### src/rtl/rvcore_pkg.sv
// ============================================================================
// rvcore_pkg: shared types and constants of the RV32I subset core
// Holds the instruction encodings, the data memory geometry and the
// result record that passes from the execute logic to the top level.
// ============================================================================
package rvcore_pkg;

    // Data memory geometry. The byte store is split into four byte lanes.
    localparam int DMEM_BYTES = 4096;
    localparam int DMEM_AW    = $clog2(DMEM_BYTES);
    localparam int DMEM_ROWS  = DMEM_BYTES / 4;
    localparam int ROW_AW     = DMEM_AW - 2;

    // Register file geometry.
    localparam int RF_DEPTH = 32;
    localparam int RF_AW    = 5;

    // Opcodes.
    localparam logic [6:0] OPC_LOAD = 7'h03;
    localparam logic [6:0] OPC_ALUI = 7'h13;
    localparam logic [6:0] OPC_STORE = 7'h23;
    localparam logic [6:0] OPC_ALU  = 7'h33;
    localparam logic [6:0] OPC_BRANCH = 7'h63;
    localparam logic [6:0] OPC_JALR = 7'h67;

    // Function codes.
    localparam logic [2:0] F3_ADD = 3'h0;
    localparam logic [2:0] F3_XOR = 3'h4;
    localparam logic [2:0] F3_SRA = 3'h5;
    localparam logic [2:0] F3_AND = 3'h7;
    localparam logic [6:0] F7_BASE = 7'h00;
    localparam logic [6:0] F7_ALT  = 7'h20;

    // Architectural registers that are reported on every result beat.
    localparam logic [RF_AW-1:0] A0_IDX = 5'd10;
    localparam logic [RF_AW-1:0] A1_IDX = 5'd11;

    typedef struct packed {
        logic [31:0] next_pc;
        logic        illegal;
        logic        branch_taken;
        logic        wb_valid;
        logic [4:0]  wb_index;
        logic [31:0] wb_value;
        logic        store_valid;
        logic [11:0] store_address;
        logic [31:0] store_value;
        logic [31:0] a0_value;
        logic [31:0] a1_value;
    } t_res;

    typedef struct packed {
        t_res               res;
        logic               load;
        logic [DMEM_AW-1:0] maddr;
    } t_exec;

endpackage

### src/rtl/rvcore_exec.sv
// ============================================================================
// rvcore_exec: decode and execute of one instruction
// Works out the next PC, the register write, the store and the memory
// address from the instruction word, the PC and both source operands.
// ============================================================================
module rvcore_exec (
    input  logic [31:0]       i_ins,
    input  logic [31:0]       i_pc,
    input  logic [31:0]       i_a,
    input  logic [31:0]       i_b,
    output rvcore_pkg::t_exec o_ex
);
    import rvcore_pkg::*;

    logic [6:0]  opc;
    logic [2:0]  f3;
    logic [6:0]  f7;
    logic [4:0]  rd;
    logic [31:0] imm_i;
    logic [31:0] imm_s;
    logic [31:0] imm_b;
    logic [31:0] sum_i;
    logic [31:0] sum_s;
    logic [31:0] pc4;
    logic [31:0] saddr_w;
    logic        wr;
    logic [31:0] val;

    assign opc   = i_ins[6:0];
    assign f3    = i_ins[14:12];
    assign f7    = i_ins[31:25];
    assign rd    = i_ins[11:7];
    assign imm_i = {{20{i_ins[31]}}, i_ins[31:20]};
    assign imm_s = {{20{i_ins[31]}}, i_ins[31:25], i_ins[11:7]};
    assign imm_b = {{19{i_ins[31]}}, i_ins[31], i_ins[7], i_ins[30:25], i_ins[11:8], 1'b0};
    assign sum_i = i_a + imm_i;
    assign sum_s = i_a + imm_s;
    assign pc4   = i_pc + 32'd4;
    assign saddr_w = 32'(sum_s[DMEM_AW-1:0]);

    always_comb begin
        o_ex            = '0;
        o_ex.res.next_pc = pc4;
        o_ex.maddr      = sum_i[DMEM_AW-1:0];
        wr              = 1'b0;
        val             = '0;
        unique case (opc)
            OPC_ALU: begin
                wr = 1'b1;
                if (f7 == F7_BASE && f3 == F3_ADD) begin
                    val = i_a + i_b;
                end else if (f7 == F7_BASE && f3 == F3_XOR) begin
                    val = i_a ^ i_b;
                end else if (f7 == F7_ALT && f3 == F3_ADD) begin
                    val = i_a - i_b;
                end else if (f7 == F7_ALT && f3 == F3_SRA) begin
                    val = $unsigned($signed(i_a) >>> i_b[4:0]);
                end else begin
                    wr               = 1'b0;
                    o_ex.res.illegal = 1'b1;
                end
            end
            OPC_ALUI: begin
                wr = 1'b1;
                if (f3 == F3_ADD) begin
                    val = sum_i;
                end else if (f3 == F3_AND) begin
                    val = i_a & imm_i;
                end else begin
                    wr               = 1'b0;
                    o_ex.res.illegal = 1'b1;
                end
            end
            OPC_LOAD: begin
                // The loaded word comes from the registered data-memory read; the top level fills it in.
                wr        = 1'b1;
                o_ex.load = 1'b1;
            end
            OPC_STORE: begin
                o_ex.maddr              = sum_s[DMEM_AW-1:0];
                o_ex.res.store_valid    = 1'b1;
                o_ex.res.store_address  = saddr_w[11:0];
                o_ex.res.store_value    = i_b;
            end
            OPC_BRANCH: begin
                if ($signed(i_a) < $signed(i_b)) begin
                    o_ex.res.branch_taken = 1'b1;
                    o_ex.res.next_pc      = i_pc + imm_b;
                end
            end
            OPC_JALR: begin
                o_ex.res.next_pc = {sum_i[31:1], 1'b0};
                val              = pc4;
                wr               = 1'b1;
            end
            default: begin
                o_ex.res.illegal = 1'b1;
            end
        endcase
        // Register x0 is never written.
        if (rd == '0) begin
            wr = 1'b0;
        end
        o_ex.res.wb_valid = wr;
        o_ex.res.wb_index = wr ? rd : '0;
        o_ex.res.wb_value = wr ? val : '0;
    end

endmodule

### config.mk
export PLATFORM = sky130hd
export DESIGN_NAME = rvcore_exec
export DESIGN_NICKNAME = d
export VERILOG_FILES = /design/src/rtl/rvcore_pkg.sv /design/src/rtl/rvcore_exec.sv
export SDC_FILE = /design/constraint.sdc
export NUM_CORES = 1
export LEC_CHECK = 0
export BUFFER_PORTS_ARGS = -buffer_cell sky130_fd_sc_hd__buf_2
export CAP_MARGIN = 20
export CORE_MARGIN = 4
export CORE_UTILIZATION = 45
export DETAILED_ROUTE_END_ITERATION = 10
export PLACE_DENSITY = 0.69
export SLEW_MARGIN = 20
export SYNTH_ARGS = -nofsm -noshare
export SYNTH_HDL_FRONTEND = slang
export SYNTH_SLANG_ARGS = --single-unit
export TNS_END_PERCENT = 10
### constraint.sdc
create_clock -name vclk -period 10.4
set_input_delay 2.6 -clock vclk [all_inputs]
set_output_delay 2.6 -clock vclk [all_outputs]
set_load 0.05 [all_outputs]
==> impl_metrics.tcl <==
set metrics [dict create \
    clkPwrFrac_pct 0 \
    synth.most_common_cell "a21oi_1" \
    ioPinCount 322 \
    grt_pass1_vias 14300 \
    setup_slack_ns 0.926 \
    grt_overflow 0 \
    min_path_type "in2out" \
    grt_use_total_pct 33.5 \
    yosysTopAreaCell "ha_1" \
    n_fill_cell 2875 \
    start_kind "input pin" \
    multiInputGateArea_mm2 0.0114 \
    drcViolationCount 0 \
    synth_top_area_share_pct 13.2 \
    ctsHoldBuffers 0 \
    antenna_found_initial 1 \
    setup_tns_ns 0 \
    grt_max_degree 43 \
    wire_per_inst_um 22.7 \
    hold_viol 0 \
    dieArea_mm2 0.0304 \
    final_nets 2305 \
    drive_gt1_share_pct 18.1 \
    yosysWarnings 0 \
    die_w_um 174 \
    ys_top_cells_by_area "ha_1 (13%), a21oi_1 (7.9%), xnor2_1 (6.0%)" \
    finalWorstPathRequiredPeriod_ns 9.47 \
    yosys-top-cells-count "a21oi_1 (196), nor2_1 (194), nand2_1 (192)" \
    grt_first_pass_wirelength_um 82800 \
    via_count 15400 \
    vias_per_cell 6.39 \
    cts_resized 0 \
    post-cts-setup-buffers 0 \
    max_slew_margin_pct 32.2 \
    grt_setup_unrepaired "no" \
    total_leakage_power_nw 6.17 \
    initial_core_util_pct 46.0 \
    drtIter0Drc 1755 \
    p_sw_uw 577 \
    p_comb_share_pct 100.0 \
    firstDrtPassIters 6 \
    min_path_cells 4 \
    final-seq-area_um2 0 \
    worst_pin_slew_ns 1.02 \
    gp_congestion 0.991 \
    routed_wl_um 54700 \
    cap_violations 0 \
    required_ns 7.80 \
    min_to "o_ex[104]" \
    timing.fmax_ghz 0.106 \
    outcome "finished clean" \
    dp_hpwl_um 44500 \
    ir_drop_mv 0.0787 \
    clock_buffers 0 \
    min_from "i_b[27]" \
    seq_cells 0 \
    cp_max_fo 40 \
    cp-end-kind "output pin" \
    num_rows 60 \
    syn_to_final_growth_pct 9.76 \
    synth_cells 1870 \
    powerDensity_mw_per_mm2 62.4 \
    p_int_uw 277 \
    setup_viol 0 \
    seqPwrFrac_pct 0 \
    syn_avg_cell_area_um2 6.67 \
    netSwitchingFraction_pct 67.5 \
    synth_cell_types 98 \
    timing.final.crit_share_pct 91.1 \
    cp_data_arrival_time_ns 6.87 \
    path_class "in2out" \
    ys_seq_area_share_pct 0 \
    portBuffers 253 \
    die_y_um 174 \
    netlist_area_mm2 0.0125 \
    drv_slew 0 \
    place_ws_ns 1.09 \
    core_area_mm2 0.0271 \
    postRouteAntennaNets 0 \
]
[layout by cell type, fill, tap and decap left out, drive strengths merged, types with 15 or more instances in the layout]
cell    synthesis  routed
buf           103     280
a21oi         201     201
nor2          195     195
nand2         193     193
o21ai         137     137
ha            132     132
inv            93      93
xnor2          85      85
conb            1      64
nand3          45      45
xor2           43      43
a21o           38      38
o22ai          34      34
mux4           32      32
nor3           28      28
o21bai         27      27
a31oi          26      26
a221oi         26      26
and3           25      25
a211oi         25      25
o21a           23      23
nor2b          18      18
nand4          18      18
o211ai         18      18
o31ai          18      18
a22oi          17      17
mux2i          17      17
and2           15      15
[per-layer routing]
layer / part of all wire [%] / vias to the layer above / track usage [%]
met5: 0 / - / 0
met4: 4.6 / 0 / 12.6
met3: 10 / 150 / 4.68
met2: 43 / 954 / 51.9
met1: 42 / 7189 / 47.0
li1: - / 7122 / -
[worst max path at each step]
stage	from	end	slack, ns	cells after the start
final	i_b[1]	o_ex[151]	0.93	14
after global routing	i_b[1]	o_ex[151]	0.79	14
after floorplan	i_b[2]	o_ex[140]	0.94	16
after global placement	i_b[1]	o_ex[151]	1.16	14
after CTS	i_b[1]	o_ex[151]	1.08	14
after detailed placement	i_b[1]	o_ex[151]	1.09	14
[cell families after synthesis]
| family | Yosys count | synth area share, % |
|---|---|---|
| xor+xnor | 128 | 8.99 |
| compound gates | 681 | 36.5 |
| other cells | 1 | 0.0301 |
| simple gates | 603 | 22.4 |
| mux | 52 | 7.41 |
| buf+inv | 268 | 10.6 |
| fa+ha+maj | 137 | 14.0 |
[worst max-delay path: stages]
cell and delay (ns):
buf_2 0.71, inv_1 0.38, ha_1 0.44, nand2b_1 0.09, a31o_2 0.28, a31oi_2 0.36
a41o_1 0.34, a21oi_1 0.22, o21bai_1 0.37, xnor2_1 0.11, o21ai_0 0.19, o211ai_1 0.20
a31oi_1 0.28, buf_2 0.29
[metrics by stage]
step	utilization, %	power, mW	cell area [um2]	hold WS (ns)	cells
floorplan	-	0.638	12700	5.44	1933
global placement	50.5	0.831	13700	5.60	2409
detailed placement	50.5	0.834	13700	5.61	2410
CTS	50.5	0.839	13700	5.61	2410
global route	50.5	0.919	13700	5.63	2411
finish	50.5	0.855	13700	5.61	2411
[area by class of cell]
class,instances,area share (%)
Multi-Input combinational cell,1665,83.3
Tap cell,372,3.40
Antenna cell,1,0.0183
Inverter,93,2.55
Timing Repair Buffer,280,10.7
[power by group through the flow]
stage | sequential (mW) | clock [mW] | combinational, mW
global route | 0 | 0.0000000129 | 0.919
floorplan | 0 | 0 | 0.638
detailed placement | 0 | 0 | 0.834
global placement | 0 | 0 | 0.831
CTS | 0 | 0 | 0.839
finish | 0 | 0.0000000129 | 0.855
Power figures use the tool's default switching activity.
