--- config.mk ---
export PLATFORM = sky130hd
export DESIGN_NAME = rvcore_ram
export DESIGN_NICKNAME = d
export VERILOG_FILES = /design/src/rtl/rvcore_ram.sv
export SDC_FILE = /design/constraint.sdc
export NUM_CORES = 1
export LEC_CHECK = 0
export ABC_AREA = 0
export BUFFER_PORTS_ARGS = -buffer_cell sky130_fd_sc_hd__buf_4
export CORE_MARGIN = 2
export CORE_UTILIZATION = 25
export DETAILED_ROUTE_END_ITERATION = 7
export HOLD_SLACK_MARGIN = 0.06
export PLACE_DENSITY = 0.49
export SLEW_MARGIN = 20
export SYNTH_ARGS = -nofsm -noshare
export SYNTH_HDL_FRONTEND = slang
export SYNTH_SLANG_ARGS = --single-unit
--- constraint.sdc ---
create_clock -name i_clk -period 1.8 [get_ports i_clk]
set_input_delay 0.09 -clock i_clk [delete_from_list [all_inputs] [get_ports i_clk]]
set_output_delay 0.09 -clock i_clk [all_outputs]
set_load 0.05 [all_outputs]
--- src/rtl/rvcore_ram.sv ---
// ============================================================================
// rvcore_ram: generic synchronous RAM
// One write port and one read port on a shared clock; the read data is
// registered and returns the contents from before a same-cycle write.
// ============================================================================
module rvcore_ram #(
    parameter int WIDTH = 8,
    parameter int DEPTH = 16
) (
    input  logic                     i_clk,
    input  logic                     i_we,
    input  logic [$clog2(DEPTH)-1:0] i_waddr,
    input  logic [WIDTH-1:0]         i_wdata,
    input  logic                     i_re,
    input  logic [$clog2(DEPTH)-1:0] i_raddr,
    output logic [WIDTH-1:0]         o_rdata
);

    logic [WIDTH-1:0] r_mem [DEPTH];
    logic [WIDTH-1:0] r_rdata;

    always_ff @(posedge i_clk) begin
        if (i_we) begin
            r_mem[i_waddr] <= i_wdata;
        end
        if (i_re) begin
            r_rdata <= r_mem[i_raddr];
        end
    end

    assign o_rdata = r_rdata;

endmodule

==> summary.md, run 1 <==
| Metric | Value |
|---|---|
| Worst-path clk slew | `~0.06 ns` |
| Synthesized cell area | `roughly 5200 sq um` |
| Dpl ws | `around 0.045 ns` |
| H-Tree Level Count | `4` |
| Drc violations | `0` |
| Worst VDD drop | `between 0.6 and 0.7 mV` |
| FF-to-FF setup slack | `roughly 0.29 ns` |
| Clock insertion delay at the later pin of the skew report | `roughly 0.41 ns` |
| I/O pins | `27` |
| Die Ht | `~150 um` |
| Layout cells sized above 1 | `0.3019` |
| Syn Nets | `around 250` |
| CTS sink count | `roughly 140` |
| Final setup margin | `roughly 0.29 ns` |
| Clock Skews | `about 0.0065 ns` |
| Pins Over Slew Limit | `0` |
| Most common cell after layout, fill and taps aside | `edfxtp_1` |
| Port buffer count | `26` |
| Crit path arrival time | `around 1.7 ns` |
| Antenna Nets Post-Route | `0` |
| Initial antenna violation count | `0` |
| Sequential area share after synthesis | `0.7812` |
| Fillers | `roughly 1900` |
| FF+latch count, synth | `~140` |
| 1st-iter DRT viols | `218` |
| Final GP Congestion | `around 0.72` |
| Setup CP Type | `register to register` |
| Largest net degree at the start of global routing | `21` |
| Final Power | `~0.0073 W` |
| CTS Buffer Depth | `2` |
| Hold WC Path Type | `input pin to register` |
| Pleak | `2.182 nW` |
| First-pass GRT wire length | `roughly 17 mm` |
| Vias in the first global route | `2625` |
| Multi-input logic area | `1057 sq um` |
| Num CTS Buffers | `17` |
| Via-per-instance ratio | `roughly 4.4` |
| CP max FO | `1` |
| F_max | `~660 MHz` |
| Crit. End Element | `register` |
| Gr usage total | `0.1068` |
| Drt first pass iters | `4` |
| Worst slew pin tran | `around 0.43 ns` |
| Std cell rows | `52` |
| Wire per inst | `19.05 um` |
| Warnings, synthesis | `0` |
| WL final | `approximately 11 mm` |
| Initial core utilization | `0.2567` |
| Minimum clock period | `around 1.5 ns` |
| Total core area | `a little over 20000 sq um` |
| N_diodes | `0` |
| PD cells | `around 1100 nW/um^2` |
| Req. time, crit path | `about 2.0 ns` |
| Nets | `314` |
| Setup_tns | `0 ns` |
| CTS tree | `built` |
| Max-cap violations | `0` |
| Die Area | `22080 sq um` |
| Routed via count | `2518` |
| Syn Area/Cell | `roughly 23 sq um` |
| # setup viols final | `0` |
| Hpwl dp | `just over 7 mm` |
| Die width | `148.6 um` |
| Unrepaired setup endpoints after global routing | `false` |
| Fin. Hold Viols | `0` |
| Gr ovfl total | `0` |
| Area Growth Syn to Fin | `25.01%` |
| Slew margin rel. | `0.7137` |
| Unique masters post-synth | `18` |
| Status | `finished, final reports clean` |
| Final critical-path share of the clock period | `0.8412` |
| Sequential cell area | `approximately 4100 sq um` |
| Crit path launch type | `register` |
| Final core utilization | `0.3209` |
| Syn Inst Count | `between 200 and 250` |
| Most frequent cells in the layout | `edfxtp_1 (136), buf_4 (45), mux4_2 (18), clkbuf_16 (17), a22oi_1 (16)` |
| CTS root buffer | `clkbuf_16` |
[synthesized netlist by cell type]
cell | instances | share of area
or3b_2 | 1 | 0.0017
buf_2 | 3 | 0.0029
mux4_1 | 14 | 0.070
nor3_1 | 4 | 0.0038
nand2_1 | 9 | 0.0065
nor2_1 | 13 | 0.0093
nand2b_1 | 2 | 0.0024
clkdlybuf4s25_2 | 3 | 0.0057
edfxtp_1 | 136 | 0.78
nand3_1 | 1 | 0.00096
and2_1 | 1 | 0.0012
and2b_1 | 1 | 0.0014
nor2b_1 | 1 | 0.0012
buf_4 | 1 | 0.0014
a22oi_1 | 16 | 0.023
mux4_2 | 18 | 0.078
buf_6 | 3 | 0.0065
nand3b_1 | 2 | 0.0029
[routing by layer]
| metal | track usage | vias to the layer above | wire, um |
|---|---|---|---|
| met4 | 0.03714 | 0 | 78 |
| met3 | 0.03374 | 10 | 553 |
| met5 | 0 | - | 0 |
| li1 | - | 1113 | - |
| met1 | 0.1570 | 1326 | 5509 |
| met2 | 0.1488 | 69 | 4869 |
[worst max-delay path: stages, from the launching register on]
cell	delay, ns
edfxtp_1	0.36
mux4_1	0.51
a22oi_1	0.28
nand2_1	0.11
[state kept, by name, indices dropped and copies added, names as in the netlist]
signal	count
r_mem	128
o_rdata	8
[cell families after synthesis]
kind of cell	count (synthesis)	share of synthesized area
muxes	32	0.1479
DFF	136	0.7812
and+or+nand+nor	35	0.03136
buffers and inverters	10	0.01651
AOI/OAI and AO/OA	16	0.02298
[final timing paths]
kind,startpoint,endpoint,cells past startpoint
worst max-delay path,r_mem[9][4],o_rdata[4],3
worst min-delay path,i_waddr[0],r_mem[4][7],3
worst max register to register,r_mem[9][4],o_rdata[4],3
worst min register to register,r_mem[8][5],o_rdata[5],3
[cell type report]
cell class,instances,share of cell area
clock buffer,19,0.06625
sequential,136,0.6249
timing repair buffer,57,0.07467
multi-input combinational,83,0.1618
tap,270,0.05169
clock inverter,13,0.02068
[power by group]
part / internal (W) / total [W] / leakage, nW / switching, W
sequential: 0.00357 / 0.00359 / 1.24 / 0.0000199
clock: 0.00214 / 0.00332 / 0.284 / 0.00118
combinational: 0.000180 / 0.000432 / 0.662 / 0.000252
total: 0.00589 / 0.00734 / 2.18 / 0.00145
[repair_timing]
| action | CTS | global route |
|---|---|---|
| setup endpoints to repair | 0 | 0 |
| setup buffers | 0 | 0 |
| hold endpoints to repair | 136 | 0 |
| hold buffers | 9 | 0 |
| gates resized for setup | 0 | 0 |
[metrics by stage]
stage,instance area (sq um),hold WS [ns],std cells
after global routing,6535,0.2033,578
after floorplan,5228,0.1889,229
after global placement,5877,0.4020,537
final,6535,0.2176,578
after detailed placement,5877,0.4094,537
after CTS,6535,0.1928,578
No activity file was read; power rests on OpenSTA's default activity.
==> run 2: changes to the inputs <==
--- a/config.mk
+++ b/config.mk
@@ -11,7 +11,7 @@
 export CORE_UTILIZATION = 25
 export DETAILED_ROUTE_END_ITERATION = 7
 export HOLD_SLACK_MARGIN = 0.06
-export PLACE_DENSITY = 0.49
+export PLACE_DENSITY = 0.51
 export SLEW_MARGIN = 20
 export SYNTH_ARGS = -nofsm -noshare
 export SYNTH_HDL_FRONTEND = slang
==> constraint.sdc (replaced) <==
create_clock -name i_clk -period 1.26 [get_ports i_clk]
set_input_delay 0.063 -clock i_clk [delete_from_list [all_inputs] [get_ports i_clk]]
set_output_delay 0.063 -clock i_clk [all_outputs]
set_load 0.05 [all_outputs]
==> summary.md, run 2 (synthesized netlist as in run 1, its figures left out) <==
| Metric | Value |
|---|---|
| Fillers | `roughly 1900` |
| Unrepaired setup endpoints after global routing | `true` |
| Max reg flops | `between 100 and 150` |
| Final GP Congestion | `0.7007` |
| Initial antenna violation count | `0` |
| Switching power | `between 0.002 and 0.0025 W` |
| Comb pwr share | `0.071` |
| Hpwl dp | `approximately 7.6 mm` |
| Largest net degree at the start of global routing | `17` |
| Clock network fraction of total power | `0.411` |
| N_diodes | `0` |
| Worst slew pin tran | `about 0.97 ns` |
| Final critical-path share of the clock period | `1.185` |
| Gr ovfl total | `0` |
| Antenna Nets Post-Route | `0` |
| CTS tree | `built` |
| Sw Share | `0.2066` |
| Most common cell after layout, fill and taps aside | `edfxtp_1` |
| Drt first pass iters | `4` |
| Post-Place Cells | `553` |
| CTS root buffer | `clkbuf_16` |
| Pleak | `between 2 and 2.5 nW` |
| Minimum clock period | `between 1 and 1.5 ns` |
| Die Area | `~22000 sq um` |
| Num CTS Buffers | `17` |
| F_max | `roughly 670 MHz` |
| H-Tree Level Count | `4` |
| Die width | `roughly 150 um` |
| Int Power | `0.007861 W` |
| Final Power | `slightly below 0.01 W` |
| Clock Skews | `0.004453 ns` |
| PD cells | `1501 nW/um^2` |
| Most frequent cells in the layout | `edfxtp_1 (136), buf_4 (56), mux4_2 (32), clkbuf_16 (17)` |
| Final setup margin | `-0.2331 ns` |
| Fin. Hold Viols | `0` |
| WL final | `roughly 11 mm` |
| Std cell rows | `52` |
| Nets | `330` |
| M1 GR Usage | `0.1566` |
| Slew margin rel. | `0.3523` |
| Crit path launch type | `register` |
| Gr usage total | `0.1143` |
| Part of the power in registers | `0.518` |
| Vias in the first global route | `~2800` |
| Hold slack | `around 0.19 ns` |
| Met3 Usage GRT | `0.03589` |
| CTS sink count | `136` |
| Req. time, crit path | `~1.4 ns` |
| Routed via count | `about 2600` |
| CTS Buffer Depth | `2` |
| Pins Over Slew Limit | `0` |
| Worst-path clk slew | `0.05 ns` |
| Crit path arrival time | `roughly 1.7 ns` |
| First-pass GRT wire length | `about 18 mm` |
| Area Growth Syn to Fin | `26.26%` |
| Total core area | `20360 sq um` |
| Initial core utilization | `0.2567` |
| Die Ht | `between 100 and 150 um` |
| Setup CP Type | `register to register` |
| Wire per inst | `slightly below 20 um` |
| Drc violations | `0` |
| I/O pins | `27` |
| Top reg by flops | `r_mem` |
| Setup_tns | `-1.325 ns` |
| Layout cells sized above 1 | `0.3820` |
| Crit. End Element | `register` |
| Worst VDD drop | `around 0.9 mV` |
| Post-CTS Setup Repair Bufs | `0` |
| Violated checks | `setup timing` |
| 1st-iter DRT viols | `around 220` |
| Max-cap violations | `0` |
| Hold WC Path Type | `input pin to register` |
| Via-per-instance ratio | `between 4 and 5` |
| Non-Filler Instances | `between 500 and 600` |
| GRT met2 Usage | `0.1662` |
| Gr busiest metal | `met2` |
| CP max FO | `1` |
| # setup viols final | `8` |
| Status | `finished with violations` |
| Clock insertion delay at the later pin of the skew report | `about 0.41 ns` |
| Port buffer count | `26` |
[run 2: cell count changes in the layout (fill, tap and decap cells not counted), moves of 3 or more]
cell,before,now
a22oi_1,16,13
a22oi_2,0,3
buf_12,3,8
buf_4,45,56
bufinv_16,3,0
clkbuf_1,2,5
clkinv_2,6,3
mux4_1,14,0
mux4_2,18,32
[run 2: worst max-delay path, cell delays in order (launching register included)]
cell and delay, ns:
edfxtp_1 0.36, mux4_2 0.50, a22oi_2 0.19, buf_4 0.15
nand2_2 0.05
[run 2: path summary, 6_finish.rpt]
path                start  cells after the start            to  slack (ns)
max          r_mem[10][7]                      4    o_rdata[7]       -0.23
min            i_waddr[0]                      3  r_mem[12][0]        0.19
max reg2reg  r_mem[10][7]                      4    o_rdata[7]       -0.23
min reg2reg  r_mem[14][2]                      3    o_rdata[2]        0.76
[run 2: area by class of cell]
cell class	instances	area (sq um)	area share
Clock buffer	22	444.2	0.06730
Clock inverter	8	33.78	0.005118
Multi-Input combinational cell	83	1030	0.1560
Sequential cell	136	4084	0.6188
Tap cell	270	337.8	0.05118
Timing Repair Buffer	73	670.6	0.1016
[run 2: repair_timing]
| item | 4_1_cts | 5_1_grt |
|---|---|---|
| hold buffers | 9 | 0 |
| gates cloned | 0 | 0 |
| endpoints found under the hold margin | 136 | 0 |
| setup endpoints to repair | 8 | 8 |
| resized for setup | 2 | 3 |
| pin swaps | 0 | 0 |
[run 2: power by group through the flow]
stage	logic (W)	clock network, W	registers [W]
after floorplan	0.000281	0	0.00529
after global placement	0.000673	0	0.00522
after detailed placement	0.000684	0	0.00522
after CTS	0.000712	0.00415	0.00513
after global routing	0.000763	0.00435	0.00514
final	0.000704	0.00407	0.00513
[run 2: per-stage QoR]
| stage | setup WS, ns | util | cell area (sq um) |
|---|---|---|---|
| CTS | -0.2552 | 0.3235 | 6588 |
| global placement | -0.3576 | 0.2952 | 6012 |
| floorplan | -0.06915 | - | 5214 |
| finish | -0.2331 | 0.3241 | 6600 |
| detailed placement | -0.3295 | 0.2952 | 6012 |
| global route | -0.2929 | 0.3241 | 6600 |
[run 2: routing by layer]
metal  part of all wire  vias up
met5                  0        -
met4              0.018        0
met3              0.067       14
met2               0.45       83
met1               0.46     1357
li1                   -     1131
==> run 3: changes to the inputs <==
--- a/config.mk
+++ b/config.mk
@@ -8,10 +8,11 @@
 export ABC_AREA = 0
 export BUFFER_PORTS_ARGS = -buffer_cell sky130_fd_sc_hd__buf_4
 export CORE_MARGIN = 2
-export CORE_UTILIZATION = 25
+export CORE_UTILIZATION = 63
+export CTS_BUF_LIST = sky130_fd_sc_hd__clkbuf_8
 export DETAILED_ROUTE_END_ITERATION = 7
 export HOLD_SLACK_MARGIN = 0.06
-export PLACE_DENSITY = 0.51
+export PLACE_DENSITY = 0.92
 export SLEW_MARGIN = 20
 export SYNTH_ARGS = -nofsm -noshare
 export SYNTH_HDL_FRONTEND = slang
==> constraint.sdc (replaced) <==
create_clock -name i_clk -period 1.6 [get_ports i_clk]
set_input_delay 0.08 -clock i_clk [delete_from_list [all_inputs] [get_ports i_clk]]
set_output_delay 0.08 -clock i_clk [all_outputs]
set_load 0.05 [all_outputs]
==> summary.md, run 3 (synthesized netlist as in run 1, its figures left out) <==
| Metric | Value |
|---|---|
| CP max FO | `1` |
| Critical path buffer and inverter count | `0` |
| Worst-path clk slew | `~0.08 ns` |
| Clock Skews | `~0.016 ns` |
| Crit path arrival time | `1.73 ns` |
| I/O pins | `27` |
| CTS Buffer Depth | `2` |
| PD cells | `roughly 1200 nW/um^2` |
| Post-Place Cells | `374` |
| Initial core utilization | `0.6427` |
| Gr ovfl total | `0` |
| Sequential cell area | `4084 sq um` |
| Port buffer count | `26` |
| Worst slew pin tran | `about 0.4 ns` |
| Hold slack | `approximately 0.17 ns` |
| Final GP Congestion | `between 0.7 and 0.8` |
| WL final | `between 9 and 10 mm` |
| Top reg by flops | `r_mem` |
| Req. time, crit path | `approximately 1.8 ns` |
| Max stage delay cell, worst path | `mux4_1` |
| Crit path cell chain | `mux4_1 > a22oi_1 > nand2_1` |
| Multi-input logic area | `about 1100 sq um` |
| Worst VDD drop | `~0.6 mV` |
| Fillers | `around 380` |
| Pleak | `around 2.1 nW` |
| HP Start | `i_waddr[0]` |
| Total core area | `between 8000 and 9000 sq um` |
| Nets | `316` |
| Minimum clock period | `roughly 1.6 ns` |
| H-Tree Level Count | `4` |
| Unrepaired setup endpoints after global routing | `false` |
| Fin. Hold Viols | `0` |
| Dpl ws | `-0.008853 ns` |
| Die width | `between 90 and 100 um` |
| Non-Filler Instances | `roughly 420` |
| Wire per inst | `between 20 and 25 um` |
| Area Growth Syn to Fin | `18.98%` |
| Worst reg-to-reg path cell count | `3` |
| Crit path max-delay family | `multiplexers` |
| Drt first pass iters | `5` |
| 1st-iter DRT viols | `approximately 250` |
| Final setup margin | `roughly 0.044 ns` |
| Status | `finished, final reports clean` |
| Gr usage total | `0.2483` |
| M1 GR Usage | `0.3316` |
| Gr busiest metal | `met2` |
| Routed via count | `approximately 2600` |
| Slew margin rel. | `0.7276` |
| Max reg flops | `~130` |
| Antenna Nets Post-Route | `0` |
| Via-per-instance ratio | `slightly above 6` |
| Vias in the first global route | `about 2600` |
| Clock insertion delay at the later pin of the skew report | `roughly 0.43 ns` |
| CTS sink count | `136` |
| Met3 Usage GRT | `0.05929` |
| FF-to-FF setup slack | `between 0.04 and 0.05 ns` |
| Critical Path Source | `r_mem[1][5]` |
| CTS tree | `built` |
| Placed cell areas | `roughly 5700 sq um` |
| Hpwl dp | `a little over 6 mm` |
| Most common cell after layout, fill and taps aside | `edfxtp_1` |
| # setup viols final | `0` |
| N_diodes | `0` |
| FF-to-FF End | `o_rdata[5]` |
| Worst r2r src | `r_mem[1][5]` |
| Post-CTS Setup Repair Bufs | `0` |
| Final critical-path share of the clock period | `0.9722` |
| Hold path depth | `3` |
| Die Ht | `approximately 95 um` |
| Crit path launch type | `register` |
| Num CTS Buffers | `17` |
| Drc violations | `0` |
| Initial antenna violation count | `0` |
| F_max | `642.9 MHz` |
| Pins Over Slew Limit | `0` |
| Most frequent cells in the layout | `edfxtp_1 (136), buf_4 (47), mux4_2 (18), clkbuf_8 (17)` |
| Die Area | `~9000 sq um` |
| Max-cap violations | `0` |
| Hold WC Path Type | `input pin to register` |
| Worst path max stage delay | `between 0.5 and 0.6 ns` |
| First-pass GRT wire length | `14.99 mm` |
| Final Cell Area | `6220 sq um` |
| Largest net degree at the start of global routing | `18` |
| Std cell rows | `33` |
| Crit. End Element | `register` |
| CTS root buffer | `clkbuf_8` |
| Layout cells sized above 1 | `0.3290` |
| Setup CP Type | `register to register` |
| Worst Hold Path EP | `r_mem[8][2]` |
| GRT met2 Usage | `0.3955` |
[run 3: cell type report]
class	instances	share of cell area
multi-input cells	83	0.1716
well taps	105	0.02112
repair buffers	59	0.08087
clock buffers	17	0.03762
clock inverters	15	0.03219
flip-flops and latches	136	0.6566
[run 3: power breakdown]
part | switching (W) | total (W) | internal [W]
registers | 0.0000261 | 0.00403 | 0.00401
logic | 0.000273 | 0.000480 | 0.000208
clock network | 0.00134 | 0.00304 | 0.00171
total | 0.00164 | 0.00756 | 0.00592
[run 3: worst reg2reg max path: stages (launching register included)]
cell      delay, ns
edfxtp_1       0.39
mux4_1         0.51
a22oi_1        0.31
nand2_1        0.10
[run 3: worst max path at each step]
stage,endpoint,slack [ns],depth (start not counted)
after floorplan,r_mem[0][0],0.03,2
after global placement,o_rdata[2],0.03,5
after detailed placement,o_rdata[2],-0.009,5
after CTS,o_rdata[7],0.0002,3
after global routing,o_rdata[5],0.02,3
final,o_rdata[5],0.04,3
[run 3: what timing repair did]
item                                    in CTS  in global routing
resized for setup                            0                  2
endpoints found under the hold margin      136                  0
hold buffers                                 9                  0
endpoints found under the setup margin       0                  2
[run 3: routing by layer]
metal / wire (um) / vias up
met4: 289 / 0
met5: 0 / -
met1: 3880 / 1316
met3: 611 / 16
met2: 5195 / 111
li1: - / 1116
[run 3: metrics by stage]
stage,utilization,setup TNS (ns),power (W)
6_report,0.7647,0,0.007557
5_1_grt,0.7647,0,0.007767
4_1_cts,0.7634,0,0.007588
3_5_place_dp,0.6990,-0.008853,0.004570
3_3_place_gp,0.6990,0,0.004548
2_1_floorplan,-,0,0.004368
